$ cat config.mk
export PLATFORM = sky130hd
export DESIGN_NAME = led_matrix_row_scan_driver
export DESIGN_NICKNAME = d
export VERILOG_FILES = /design/src/hdl/lmrs_pkg.sv /design/src/hdl/led_matrix_row_scan_driver.sv /design/src/hdl/lmrs_seq.sv
export SDC_FILE = /design/constraint.sdc
export NUM_CORES = 1
export LEC_CHECK = 0
export BUFFER_PORTS_ARGS = -buffer_cell sky130_fd_sc_hd__buf_2
export CAP_MARGIN = 0
export CORE_ASPECT_RATIO = 1.1
export CORE_UTILIZATION = 29
export CTS_CLUSTER_SIZE = 12
export DETAILED_ROUTE_END_ITERATION = 10
export PLACE_DENSITY_LB_ADDON = 0.25
export SLEW_MARGIN = 10
export SYNTH_ARGS = -nofsm -noshare
export SYNTH_HDL_FRONTEND = slang
export SYNTH_SLANG_ARGS = --single-unit
$ cat constraint.sdc
create_clock -name clk -period 6.5 [get_ports clk]
set_clock_uncertainty 0.15 [all_clocks]
set_input_delay 0.65 -clock clk [delete_from_list [all_inputs] [get_ports clk]]
set_output_delay 0.65 -clock clk [all_outputs]
set_load 0.01 [all_outputs]
$ cat src/hdl/lmrs_pkg.sv
`default_nettype none

package lmrs_pkg;

    localparam int LINE_W = 11;
    localparam int DUTY_W = 8;

    typedef enum logic [1:0] {
        KIND_COLUMN = 2'd0,
        KIND_ROW    = 2'd1,
        KIND_LATCH  = 2'd2,
        KIND_RESET  = 2'd3
    } pulse_kind_t;

    typedef struct packed {
        pulse_kind_t        kind;
        logic               data_bit;
        logic               blank;
        logic [DUTY_W-1:0]  duty;
        logic               last;
    } pulse_t;

endpackage

`default_nettype wire

$ cat src/hdl/led_matrix_row_scan_driver.sv
// channel   | direction | handshake         | payload
// ----------+-----------+-------------------+------------------------------------------
// in        | input     | in_valid/in_stall | cmd, line_bits
// out       | output    | out_valid/out_stall | pulse_kind, data_bit, blank, enable_duty, last
// cfg       | input     | cfg_valid/cfg_ready | cfg_data (dim_level)
//
// one pulse item per cycle through a single output register, unless out_stall holds it
// a line gives COLUMN_COUNT+3 pulses on the first row, COLUMN_COUNT+2 otherwise; a reset gives one
// the next item is taken in the cycle the last pulse of the current one is registered
// out_stall with out_valid high holds the output register and pauses the pulse sequencer
// reset clears the row position, dim_level and all valid flags
`default_nettype none

module led_matrix_row_scan_driver #(
    parameter int ROW_COUNT    = 8,
    parameter int COLUMN_COUNT = 11
) (
    input  wire logic                         clk,
    input  wire logic                         rst_n,
    input  wire logic                         in_valid,
    output logic                              in_stall,
    input  wire logic                         cmd,
    input  wire logic [lmrs_pkg::LINE_W-1:0]  line_bits,
    output logic                              out_valid,
    input  wire logic                         out_stall,
    output logic [1:0]                        pulse_kind,
    output logic                              data_bit,
    output logic                              blank,
    output logic [lmrs_pkg::DUTY_W-1:0]       enable_duty,
    output logic                              last,
    input  wire logic                         cfg_valid,
    output logic                              cfg_ready,
    input  wire logic [lmrs_pkg::DUTY_W-1:0]  cfg_data
);

    logic [lmrs_pkg::DUTY_W-1:0] dim_reg;
    logic                        out_valid_reg, out_valid_next;
    lmrs_pkg::pulse_t            pulse_reg;
    lmrs_pkg::pulse_t            cur_pulse;
    logic                        busy;
    logic                        out_free;
    logic                        advance;
    logic                        start;

    assign cfg_ready = 1'b1;
    assign out_free  = !out_valid_reg || !out_stall;
    assign advance   = busy && out_free;
    assign in_stall  = busy && !(advance && cur_pulse.last);
    assign start     = in_valid && !in_stall;

    lmrs_seq #(
        .ROW_COUNT    (ROW_COUNT),
        .COLUMN_COUNT (COLUMN_COUNT)
    ) u_seq (
        .clk        (clk),
        .rst_n      (rst_n),
        .start      (start),
        .start_cmd  (cmd),
        .start_line (line_bits),
        .advance    (advance),
        .dim_level  (dim_reg),
        .busy       (busy),
        .pulse      (cur_pulse)
    );

    always_comb
    begin
        out_valid_next = out_valid_reg;
        if (advance)
        begin
            out_valid_next = 1'b1;
        end
        else if (out_valid_reg && !out_stall)
        begin
            out_valid_next = 1'b0;
        end
    end

    always_ff @(posedge clk or negedge rst_n)
    begin
        if (!rst_n)
        begin
            out_valid_reg <= 1'b0;
            dim_reg       <= '0;
        end
        else
        begin
            out_valid_reg <= out_valid_next;
            if (cfg_valid && cfg_ready)
            begin
                dim_reg <= cfg_data;
            end
        end
    end

    always_ff @(posedge clk)
    begin
        if (advance)
        begin
            pulse_reg <= cur_pulse;
        end
    end

    assign out_valid   = out_valid_reg;
    assign pulse_kind  = pulse_reg.kind;
    assign data_bit    = pulse_reg.data_bit;
    assign blank       = pulse_reg.blank;
    assign enable_duty = pulse_reg.duty;
    assign last        = pulse_reg.last;

endmodule

`default_nettype wire

$ cat src/hdl/lmrs_seq.sv
`default_nettype none

module lmrs_seq #(
    parameter int ROW_COUNT    = 8,
    parameter int COLUMN_COUNT = 11
) (
    input  wire logic                         clk,
    input  wire logic                         rst_n,
    input  wire logic                         start,
    input  wire logic                         start_cmd,
    input  wire logic [lmrs_pkg::LINE_W-1:0]  start_line,
    input  wire logic                         advance,
    input  wire logic [lmrs_pkg::DUTY_W-1:0]  dim_level,
    output logic                              busy,
    output lmrs_pkg::pulse_t                  pulse
);

    localparam int STEP_W = $clog2(COLUMN_COUNT + 3);
    localparam int ROW_W  = $clog2(ROW_COUNT);
    localparam logic [STEP_W-1:0] STEP_LAST_COL = STEP_W'(COLUMN_COUNT - 1);
    localparam logic [STEP_W-1:0] STEP_ROW_ONE  = STEP_W'(COLUMN_COUNT);
    localparam logic [STEP_W-1:0] STEP_ROW_ZERO = STEP_W'(COLUMN_COUNT + 1);
    localparam logic [STEP_W-1:0] STEP_LATCH    = STEP_W'(COLUMN_COUNT + 2);
    localparam logic [ROW_W-1:0]  ROW_LAST      = ROW_W'(ROW_COUNT - 1);

    logic                        busy_reg, busy_next;
    logic                        cmd_reg, cmd_next;
    logic [lmrs_pkg::LINE_W-1:0] line_reg, line_next;
    logic [STEP_W-1:0]           step_reg, step_next;
    logic [ROW_W-1:0]            row_reg, row_next;
    logic [lmrs_pkg::LINE_W-1:0] shifted;

    assign shifted = line_reg >> step_reg;
    assign busy    = busy_reg;

    always_comb
    begin
        pulse.kind     = lmrs_pkg::KIND_COLUMN;
        pulse.data_bit = ~shifted[0];
        pulse.blank    = 1'b0;
        pulse.duty     = '0;
        pulse.last     = 1'b0;
        if (cmd_reg)
        begin
            pulse.kind     = lmrs_pkg::KIND_RESET;
            pulse.data_bit = 1'b0;
            pulse.blank    = 1'b1;
            pulse.duty     = dim_level;
            pulse.last     = 1'b1;
        end
        else if (step_reg == STEP_ROW_ONE)
        begin
            pulse.kind     = lmrs_pkg::KIND_ROW;
            pulse.data_bit = 1'b1;
            pulse.blank    = 1'b1;
        end
        else if (step_reg == STEP_ROW_ZERO)
        begin
            pulse.kind     = lmrs_pkg::KIND_ROW;
            pulse.data_bit = 1'b0;
            pulse.blank    = 1'b1;
        end
        else if (step_reg == STEP_LATCH)
        begin
            pulse.kind     = lmrs_pkg::KIND_LATCH;
            pulse.data_bit = 1'b0;
            pulse.blank    = 1'b1;
            pulse.duty     = dim_level;
            pulse.last     = 1'b1;
        end
    end

    always_comb
    begin
        busy_next = busy_reg;
        cmd_next  = cmd_reg;
        line_next = line_reg;
        step_next = step_reg;
        row_next  = row_reg;
        if (advance)
        begin
            if (pulse.last)
            begin
                busy_next = 1'b0;
            end
            if (cmd_reg)
            begin
                row_next = '0;
            end
            else if (step_reg == STEP_LATCH)
            begin
                row_next = (row_reg == ROW_LAST) ? '0 : row_reg + 1'b1;
            end
            if (step_reg == STEP_LAST_COL)
            begin
                step_next = (row_reg == '0) ? STEP_ROW_ONE : STEP_ROW_ZERO;
            end
            else
            begin
                step_next = step_reg + 1'b1;
            end
        end
        if (start)
        begin
            busy_next = 1'b1;
            cmd_next  = start_cmd;
            line_next = start_line;
            step_next = '0;
        end
    end

    always_ff @(posedge clk or negedge rst_n)
    begin
        if (!rst_n)
        begin
            busy_reg <= 1'b0;
            cmd_reg  <= 1'b0;
            step_reg <= '0;
            row_reg  <= '0;
        end
        else
        begin
            busy_reg <= busy_next;
            cmd_reg  <= cmd_next;
            step_reg <= step_next;
            row_reg  <= row_next;
        end
    end

    always_ff @(posedge clk)
    begin
        line_reg <= line_next;
    end

endmodule

`default_nettype wire
==> After elaboration in Yosys (flattened, before gate mapping) <==
Index checks and enable logic that the tools add are counted.
{ "word_totals": {"reg_bits": 42, "input_bits": 25} }
{ "op_classes": {"add_sub_neg": 2, "eq_ne": 5, "n_shift": 1, "mux": 18, "n_bitwise": 1, "reduce_logical": 18} }
{ "ops": {"columns": ["cell", "count"], "rows": [
  ["two-way mux 9 bit", 3],
  ["two-way mux 4 bit", 5],
  ["== test 4 bit, second input constant", 4],
  ["two-way mux 13 bit", 1],
  ["two-way mux 3 bit", 4],
  ["right shift 11 x 4 -> 1 bit", 1],
  ["nonzero test 2 bit", 4],
  ["logical AND 1 bit", 5],
  ["two-way mux 1 bit", 5],
  ["adder 4 x 1 -> 4 bit, second input constant", 1],
  ["logical NOT 1 bit", 4],
  ["AND reduction 2 bit", 2],
  ["adder 3 x 1 -> 3 bit, second input constant", 1],
  ["== test 3 bit, second input constant", 1],
  ["logical NOT 3 bit", 1],
  ["OR reduction 3 bit", 1],
  ["logical OR 1 bit", 1],
  ["NOT 1 bit", 1]
]} }

==> Longest topological paths before layout <==
Gate-level depths: netlist (run 1).
{ "logic_depth": {"word_depth": 13, "mapped_depth": 7, "depth_no_buf": 6} }

==> Modules after synthesis <==
Synthesis (run 1) repeated with hierarchy kept, for this count alone.
{ "unflattened": {"cells_unflattened": 133, "hier_area_um2": 1886.8} }
{ "modules_own_cells": {"columns": ["mod", "instances", "cells_each", "area_per_inst_um2", "seq_area_each_um2"], "rows": [
  ["lmrs_seq", 1, 94, 1089.8, 555.5],
  ["led_matrix_row_scan_driver", 1, 39, 797.0, 615.6]
]} }

==> Least setup slack after synthesis (run 1) <==
Ideal clock, no wire load.
{ "synth_timing": {"path_type": "input port to output port", "from": "in out_stall", "to": "out in_stall", "t_arrival_ns": 1.604, "t_required_ns": 5.700, "path_slack_ns": 4.096, "stages": 3, "n_path_buf": 0, "cell_sequence": "a21bo_2 > clkinv_1 > a21boi_1"} }
{ "synth_via": {"elab_chain_len": 6} }
{ "synth_lines": {"columns": ["element", "line_no", "rtl"], "rows": [
  ["start: declaration", "led_matrix_row_scan_driver.sv:25", "input wire logic out_stall,"],
  ["logical NOT 1 bit", "led_matrix_row_scan_driver.sv:46", "assign out_free = !out_valid_reg || !out_stall;"],
  ["logical OR 1 bit", "led_matrix_row_scan_driver.sv:46", null],
  ["logical AND 1 bit", "led_matrix_row_scan_driver.sv:47", "assign advance = busy && out_free;"],
  ["via advance", "led_matrix_row_scan_driver.sv:42", "logic advance;"],
  ["logical AND 1 bit", "led_matrix_row_scan_driver.sv:48", "assign in_stall = busy && !(advance && cur_pulse.last);"],
  ["logical NOT 1 bit", "led_matrix_row_scan_driver.sv:48", null],
  ["logical AND 1 bit", "led_matrix_row_scan_driver.sv:48", null],
  ["end: declaration", "led_matrix_row_scan_driver.sv:21", "output logic in_stall,"]
]} }
The timed path passes the listed nets, and every way through them passes these cells.

==> Worst setup path after layout (run 1) <==
{ "layout_timing": {"from": "reg u_seq.busy_reg, in the netlist u_seq.busy", "to": "out in_stall"} }
{ "layout_via": {"elab_chain_len": 4} }
{ "layout_lines": {"columns": ["element", "line_no", "rtl"], "rows": [
  ["start: declaration", "lmrs_seq.sv:26", "logic busy_reg, busy_next;"],
  ["start signal: assignment", "lmrs_seq.sv:123", "busy_reg <= busy_next;"],
  ["logical AND 1 bit", "led_matrix_row_scan_driver.sv:47", null],
  ["via advance", "led_matrix_row_scan_driver.sv:42", null],
  ["logical AND 1 bit", "led_matrix_row_scan_driver.sv:48", null],
  ["logical NOT 1 bit", "led_matrix_row_scan_driver.sv:48", null],
  ["logical AND 1 bit", "led_matrix_row_scan_driver.sv:48", null]
]} }
The timed path passes the listed nets, and every way through them passes these cells.

==> out/results.tsv, run 1 <==
stage	metric	value	unit
status	outcome	finished, final reports clean	
job	drv_cap	0	
final_layout	final.fill_count	615	
power_and_ir_drop	pwr_density_cell	388	nW/um^2
yosys	yosysMostFrequentCell	edfxtp_1	
yosys	async_flop_share	0.429	
clock_network	post_cts_buffers	0	
critical_path	critical_path.top_delay_family	buffers and inverters	
grt	use_met2	0.189	
grt	overflow	0	
yosys	netlist_instances	130	
floorplanning	start_util	0.300	
sta	worst_slew_pin_slew	0.662	ns
sta	rsz0062_at_grt	false	
grt	met1_usage	0.113	
clock_network	cts_resized	0	
placed_design	gp_congestion	0.807	
clock_network	ctsHoldBuffers	0	
placed_design	io_buffer_count	39	
yosys	synth-simple-area-share	0.101	
critical_path	worstSetupPathType	reg -> out	
floorplanning	core_area	6160	sq um
critical_path	cp.required	5.70	ns
sta	finalMaxSlewViolations	0	
sta	fin_crit_sh	0.435	
clock_network	htreeDepth	2	
sta	timing.setup.tns	0	ns
power_and_ir_drop	irDropWorstVdd	0.115	mV
clock_network	clock-sinks	42	
placed_design	pre_cts_ws	3.69	ns
detailed_routing	drtAntennaViolNets	0	
placed_design	dp_hpwl	2.39	mm
critical_path	worstPathMaxFanout	22	
clock_network	cts_tree	yes	
critical_path	worstSetupPathDepth	4	
critical_path	cp_cell_sequence	a21bo_2 -> clkinv_1 -> a21boi_1 -> buf_2	
yosys	synth_ff_type	edfxtp_1	
grt	grt_pass1_vias	1211	
yosys	synth.net_count	162	
critical_path	end_kind	primary output	
detailed_routing	wl_per_cell	12.7	um
sta	fmax	0.354	GHz
sta	period_needed	2.83	ns
yosys	synth_top_family_by_area	simple AND/OR/NAND/NOR gates	
floorplanning	dieWidth	78.1	um
detailed_routing	via_count	1144	
yosys	synth_edf_count	24	
critical_path	rrSetupSlack	4.06	ns
floorplanning	num_io_pins	41	
critical_path	start_kind	flop	
detailed_routing	drt_wl_total	3.22	mm
grt	grt_max_degree	23	
yosys	synthMuxAreaShare	0.0834	
clock_network	root_buffer	clkbuf_8	
final_layout	antennaDiodeCount	0	
yosys	avgSynthCellArea	14.2	sq um
critical_path	slowest_delay	0.54	ns
final_layout	largest_reg_flops	11	
grt	grt_most_used_layer	met2	
clock_network	path_clk_slew	0.08	ns
hold_path	hold_class	in -> async	
final_layout	nets	204	
yosys	ys_top_cells_by_count	edfxtp_1 (24), dfrtp_1 (18), mux2_2 (9)	
detailed_routing	drc_errors	0	
sta	fin_ws	3.67	ns
yosys	synth.area.top_cells	edfxtp_1 (39%), dfrtp_1 (24%), mux2_2 (5.5%), ha_1 (4.7%), and2_1 (2.7%)	
detailed_routing	dr.first_iter.drc_count	17	
critical_path	crit_path_end	in_stall	
clock_network	cts.path.max_buffers	2	
yosys	synth_xor_xnor_area_share	0.00475	
power_and_ir_drop	leakage	0.920	nW
yosys	synth_area	1850	sq um
critical_path	worstPathBufferInverterCount	2	
final_layout	final_layout_size_suffix_gt1_frac	0.358	
yosys	ys_ff_latch	42	
yosys	ys_seq_area_frac	0.635	
yosys	yosysTopAreaCell	edfxtp_1	
floorplanning	row_count	30	
yosys	yosys_warnings	0	
yosys	synth_cell_types	37	
yosys	synth_fa_ha_area_frac	0.0475	
detailed_routing	dr.pass1.iters	4	
yosys	synth_compound_area_frac	0.0963	
detailed_routing	via_per_inst	4.52	
final_layout	fin_util	0.360	
grt	grt_first_pass_wirelength	5.44	mm
sta	hold_viol	0	
grt	antenna_found_initial	0	
clock_network	cts_buffers	5	
critical_path	rr_worst_depth	5	
sta	setup_viol	0	
grt	track_usage	0.108	
critical_path	r2r_start	u_seq.step_reg[1]	
sta	slew_headroom	0.556	
critical_path	crit_arrival	2.03	ns
critical_path	worst_path_max_delay_cell	clkinv_1	
floorplanning	dieHeight	85.7	um
yosys	synth_top_area_frac	0.391	
clock_network	clk_latency	0.29	ns
critical_path	timing.rr.end	u_seq.line_reg[6]	
final_layout	area_growth	20.1	%
critical_path	setup.worst_path.start	u_seq.busy	
grt	use_met3	0.0351	
floorplanning	dieArea	6690	sq um
worst min path at each step:
stage / startpoint / to / slack [ns] / cells after the start
final: rst_n / dim_reg[5] / 0.13 / 1
after global routing: rst_n / dim_reg[3] / 0.16 / 1
after CTS: rst_n / dim_reg[5] / 0.14 / 1
after detailed placement: dim_reg[1] / dim_reg[1] / 0.34 / 1
after global placement: dim_reg[2] / dim_reg[2] / 0.34 / 1
after floorplan: rst_n / dim_reg[0] / 0.20 / 0
layout by cell type (no fill, tap or decap), types with 2 or more instances in the layout:
master and instances:
a21o_1 2, buf_2 39, nand2_1 6, mux2_2 9, nand3_1 2, o21ai_0 4
ha_1 7, and2_1 8, inv_1 5, nand2b_1 5, a22oi_1 2, o22ai_1 2
nor2_1 4, a21oi_1 3, edfxtp_1 24, clkbuf_8 5, or2_2 2, dfrtp_1 18
mux2i_1 3, a311oi_1 4
power by group:
group	internal (W)	switching, W	leakage [nW]
Sequential	0.000361	0.0000573	0.437
Clock	0.000114	0.0000848	0.0514
Combinational	0.000114	0.000128	0.432
through the flow:
| stage | hold slack [ns] | instances | power (W) | instance area, sq um |
|---|---|---|---|---|
| after global placement | 0.339 | 245 | 0.000662 | 2110 |
| after global routing | 0.159 | 253 | 0.000920 | 2220 |
| after floorplan | 0.204 | 130 | 0.000597 | 1850 |
| after detailed placement | 0.342 | 245 | 0.000673 | 2110 |
| after CTS | 0.141 | 253 | 0.000876 | 2220 |
| final | 0.133 | 253 | 0.000860 | 2220 |
metal layers:
metal | vias up | share of wire
li1 | 554 | -
met1 | 540 | 0.41
met2 | 44 | 0.50
met3 | 6 | 0.072
met4 | 0 | 0.016
met5 | - | 0
cells by family after synthesis:
| kind of cell | Yosys count |
|---|---|
| flip-flops | 42 |
| AND/OR/NAND/NOR | 33 |
| AO/OA/AOI/OAI | 23 |
| adder cells (fa/ha/maj) | 7 |
| other | 1 |
| multiplexers | 13 |
| buffers and inverters | 10 |
| XOR/XNOR | 1 |
layout make-up:
type                       instances  area (sq um)  share of cell area
sequential                        42          1170               0.528
tap                               80           100              0.0451
clock buffer                       6          72.6              0.0327
multi-input combinational         78           618               0.279
clock inverter                     2          37.5              0.0169
inverter                           6          22.5              0.0102
timing repair buffer              39           195              0.0880
Power figures use the tool's default switching activity.
==> run 2: changes to the inputs <==
--- a/config.mk
+++ b/config.mk
@@ -5,6 +5,7 @@
 export SDC_FILE = /design/constraint.sdc
 export NUM_CORES = 1
 export LEC_CHECK = 0
+export ABC_AREA = 1
 export BUFFER_PORTS_ARGS = -buffer_cell sky130_fd_sc_hd__buf_2
 export CAP_MARGIN = 0
 export CORE_ASPECT_RATIO = 1.1
==> constraint.sdc (replaced) <==
create_clock -name clk -period 2.7 [get_ports clk]
set_clock_uncertainty 0.15 [all_clocks]
set_input_delay 0.27 -clock clk [delete_from_list [all_inputs] [get_ports clk]]
set_output_delay 0.27 -clock clk [all_outputs]
set_load 0.01 [all_outputs]
==> run 2 against run 1 <==
  * Register-to-register slack lost 3.5 ns
  * Power grew to 2.7 times the previous value
  * Highest routed layer unchanged
  * Sequential power rose by 140%
  * Setup slack lost 3.3 ns
==> out/results.tsv, run 2 <==
stage	metric	value	unit	change
detailed_routing	drt_wl_total	3.49	mm	was 3.22 mm
critical_path	crit_arrival	1.89	ns	was 2.03 ns
yosys	synth_ff_type	edfxtp_1		unchanged
job	drv_cap	0		unchanged
yosys	avgSynthCellArea	10.4	sq um	was 14.2 sq um
clock_network	post_cts_buffers	0		unchanged
yosys	ys_seq_area_frac	0.627		was 0.635
critical_path	start_kind	flop		unchanged
critical_path	worstSetupPathType	reg -> out		unchanged
clock_network	root_buffer	clkbuf_8		unchanged
final_layout	largest_reg_flops	11		unchanged
yosys	ys_ff_latch	42		unchanged
sta	fmax	0.432	GHz	
final_layout	multiInputGateArea	548	sq um	was 618 sq um
yosys	synth.area.top_cells	edfxtp_1 (39%), dfrtp_1 (24%), nand2_1 (7.6%), inv_1 (6.0%), ha_1 (4.7%)		was edfxtp_1 (39%), dfrtp_1 (24%), mux2_2 (5.5%), ha_1 (4.7%), and2_1 (2.7%)
final_layout	fin_util	0.388		was 0.360
detailed_routing	dr.first_iter.drc_count	36		was 17
yosys	yosysTopAreaCell	edfxtp_1		unchanged
final_layout	layout_common_cells	buf_2 (39), nand2_1 (38), inv_1 (30)		was buf_2 (39), edfxtp_1 (24), dfrtp_1 (18)
yosys	yosysMostFrequentCell	nand2_1		was edfxtp_1
final_layout	nets	267		was 204
detailed_routing	drtAntennaViolNets	0		unchanged
yosys	ys_top_cells_by_count	nand2_1 (38), inv_1 (30), edfxtp_1 (24)		was edfxtp_1 (24), dfrtp_1 (18), mux2_2 (9)
sta	setup_viol	0		unchanged
sta	fin_crit_sh	0.856		
clock_network	ctsHoldBuffers	12		was 0
clock_network	clock-sinks	42		unchanged
grt	track_usage	0.114		was 0.108
placed_design	dp_hpwl	2.49	mm	was 2.39 mm
yosys	async_flop_share	0.429		unchanged
sta	timing.setup.tns	0	ns	unchanged
floorplanning	start_util	0.302		was 0.300
clock_network	clk_latency	0.30	ns	was 0.29 ns
yosys	synth_top_area_frac	0.386		was 0.391
sta	hold_viol	0		unchanged
detailed_routing	via_count	1336		was 1144
grt	grt_max_degree	19		was 23
critical_path	worstPathMaxFanout	10		was 22
yosys	netlist_instances	179		was 130
placed_design	gp_congestion	0.744		was 0.807
final_layout	area_growth	28.5	%	was 20.1%
final_layout	mostFrequentLayoutCell	buf_2		unchanged
clock_network	cts.path.max_buffers	2		unchanged
critical_path	cp.required	2.28	ns	was 5.70 ns
sta	finalMaxSlewViolations	0		unchanged
placed_design	dp_cells	296		was 245
final_layout	final.fill_count	631		was 615
hold_path	hold_class	in -> reg		was in -> async
clock_network	cts_tree	yes		unchanged
grt	grt_pass1_vias	1227		was 1211
critical_path	end_kind	primary output		unchanged
clock_network	path_clk_slew	0.09	ns	was 0.08 ns
power_and_ir_drop	leakage	1.15	nW	was 0.920 nW
floorplanning	num_io_pins	41		unchanged
floorplanning	dieArea	6770	sq um	was 6690 sq um
grt	antenna_found_initial	0		unchanged
grt	overflow	0		unchanged
sta	period_needed	2.31	ns	
power_and_ir_drop	pwr_density_cell	965	nW/um^2	was 388 nW/um^2
clock_network	cts_resized	0		unchanged
floorplanning	core_area	6190	sq um	was 6160 sq um
power_and_ir_drop	irDropWorstVdd	0.299	mV	was 0.115 mV
sta	rsz0062_at_grt	false		unchanged
floorplanning	dieWidth	78.5	um	was 78.1 um
detailed_routing	wl_per_cell	11.0	um	was 12.7 um
detailed_routing	dr.pass1.iters	4		unchanged
yosys	synth_edf_count	24		unchanged
floorplanning	dieHeight	86.2	um	was 85.7 um
final_layout	post_layout_nonfiller_instances	316		was 253
placed_design	io_buffer_count	39		unchanged
yosys	synth_area	1870	sq um	was 1850 sq um
final_layout	final_layout_size_suffix_gt1_frac	0.250		was 0.358
floorplanning	row_count	30		unchanged
yosys	yosys_warnings	0		unchanged
final_layout	antennaDiodeCount	0		unchanged
clock_network	cts_buffers	5		unchanged
yosys	synth.net_count	211		was 162
status	outcome	finished, final reports clean		unchanged
clock_network	htreeDepth	2		unchanged
yosys	synth_cell_types	28		was 37
grt	grt_first_pass_wirelength	5.79	mm	was 5.44 mm
detailed_routing	drc_errors	0		unchanged
detailed_routing	via_per_inst	4.23		was 4.52
final_layout	regArea	1170	sq um	unchanged
[run 2: cell types whose count changed in the layout (fill, tap and decap cells not counted), moves of 3 or more]
| cell | previous run | this run |
|---|---|---|
| nand2_1 | 6 | 38 |
| inv_1 | 5 | 30 |
| dlygate4sd3_1 | 0 | 12 |
| nand3_1 | 2 | 13 |
| o21ai_0 | 4 | 14 |
| mux2_2 | 9 | 0 |
| and2_1 | 8 | 0 |
| nand2b_1 | 5 | 0 |
| a311oi_1 | 4 | 0 |
| nor2_1 | 4 | 8 |
| mux2i_1 | 3 | 0 |
| nand2_2 | 0 | 3 |
[run 2: worst paths after layout]
check	startpoint	end	slack [ns]	cells past startpoint
min reg2reg	out_valid	out_valid	0.36	2
min	cfg_data[1]	dim_reg[1]	0.02	3
min in group asynchronous	rst_n	u_seq.step_reg[0]	0.27	2
max	u_seq.step_reg[0]	in_stall	0.39	9
max reg2reg	u_seq.step_reg[0]	u_seq.line_reg[1]	0.60	9
max in group asynchronous	rst_n	dim_reg[7]	1.83	2
[run 2: kinds of logic (layout without fill, tap and decap cells)]
| family | after synthesis | after routing | share of synthesized area |
|---|---|---|---|
| AND/OR/NAND/NOR | 71 | 71 | 0.177 |
| flip-flops | 42 | 42 | 0.627 |
| buffers and inverters | 36 | 93 | 0.0797 |
| AO/OA/AOI/OAI | 20 | 20 | 0.0583 |
| adder cells (fa/ha/maj) | 7 | 7 | 0.0469 |
| XOR/XNOR | 2 | 2 | 0.00938 |
| other | 1 | 1 | 0.00201 |
[run 2: layout make-up]
cell class | instances | share of cell area
clock buffers | 6 | 0.0391
clock inverters | 2 | 0.0162
multi-input cells | 101 | 0.228
repair buffers | 52 | 0.134
well taps | 80 | 0.0417
inverters | 33 | 0.0526
flip-flops and latches | 42 | 0.488
[run 2: critical path, stage by stage (launching register included)]
cell     delay, ns
dfrtp_1       0.52
inv_2         0.16
ha_1          0.24
nand3_2       0.08
nand4_1       0.14
nand2_2       0.12
nand2_2       0.06
nand2_4       0.09
inv_1         0.04
buf_2         0.13
[run 2: through the flow]
stage | hold WS [ns] | instance area (sq um) | setup slack [ns] | total power (W)
2_1_floorplan | -0.176 | 1870 | 0.856 | 0.00150
3_3_place_gp | 0.0867 | 2150 | 0.707 | 0.00175
3_5_place_dp | 0.0864 | 2150 | 0.616 | 0.00176
4_1_cts | 0.0161 | 2400 | 0.380 | 0.00235
5_1_grt | 0.0376 | 2400 | 0.219 | 0.00249
6_report | 0.0192 | 2400 | 0.388 | 0.00232
[run 2: power by group]
| group | internal (W) | switching, W |
|---|---|---|
| Clock | 0.000333 | 0.000236 |
| Combinational | 0.000262 | 0.000464 |
| Sequential | 0.000924 | 0.0000964 |
| Total | 0.00152 | 0.000797 |
[run 2: metal layers]
| metal | GRT usage | vias to the layer above | share of wire |
|---|---|---|---|
| li1 | - | 684 | - |
| met1 | 0.142 | 616 | 0.48 |
| met2 | 0.176 | 27 | 0.45 |
| met3 | 0.0358 | 9 | 0.047 |
| met4 | 0.0640 | 0 | 0.024 |
| met5 | 0 | - | 0 |
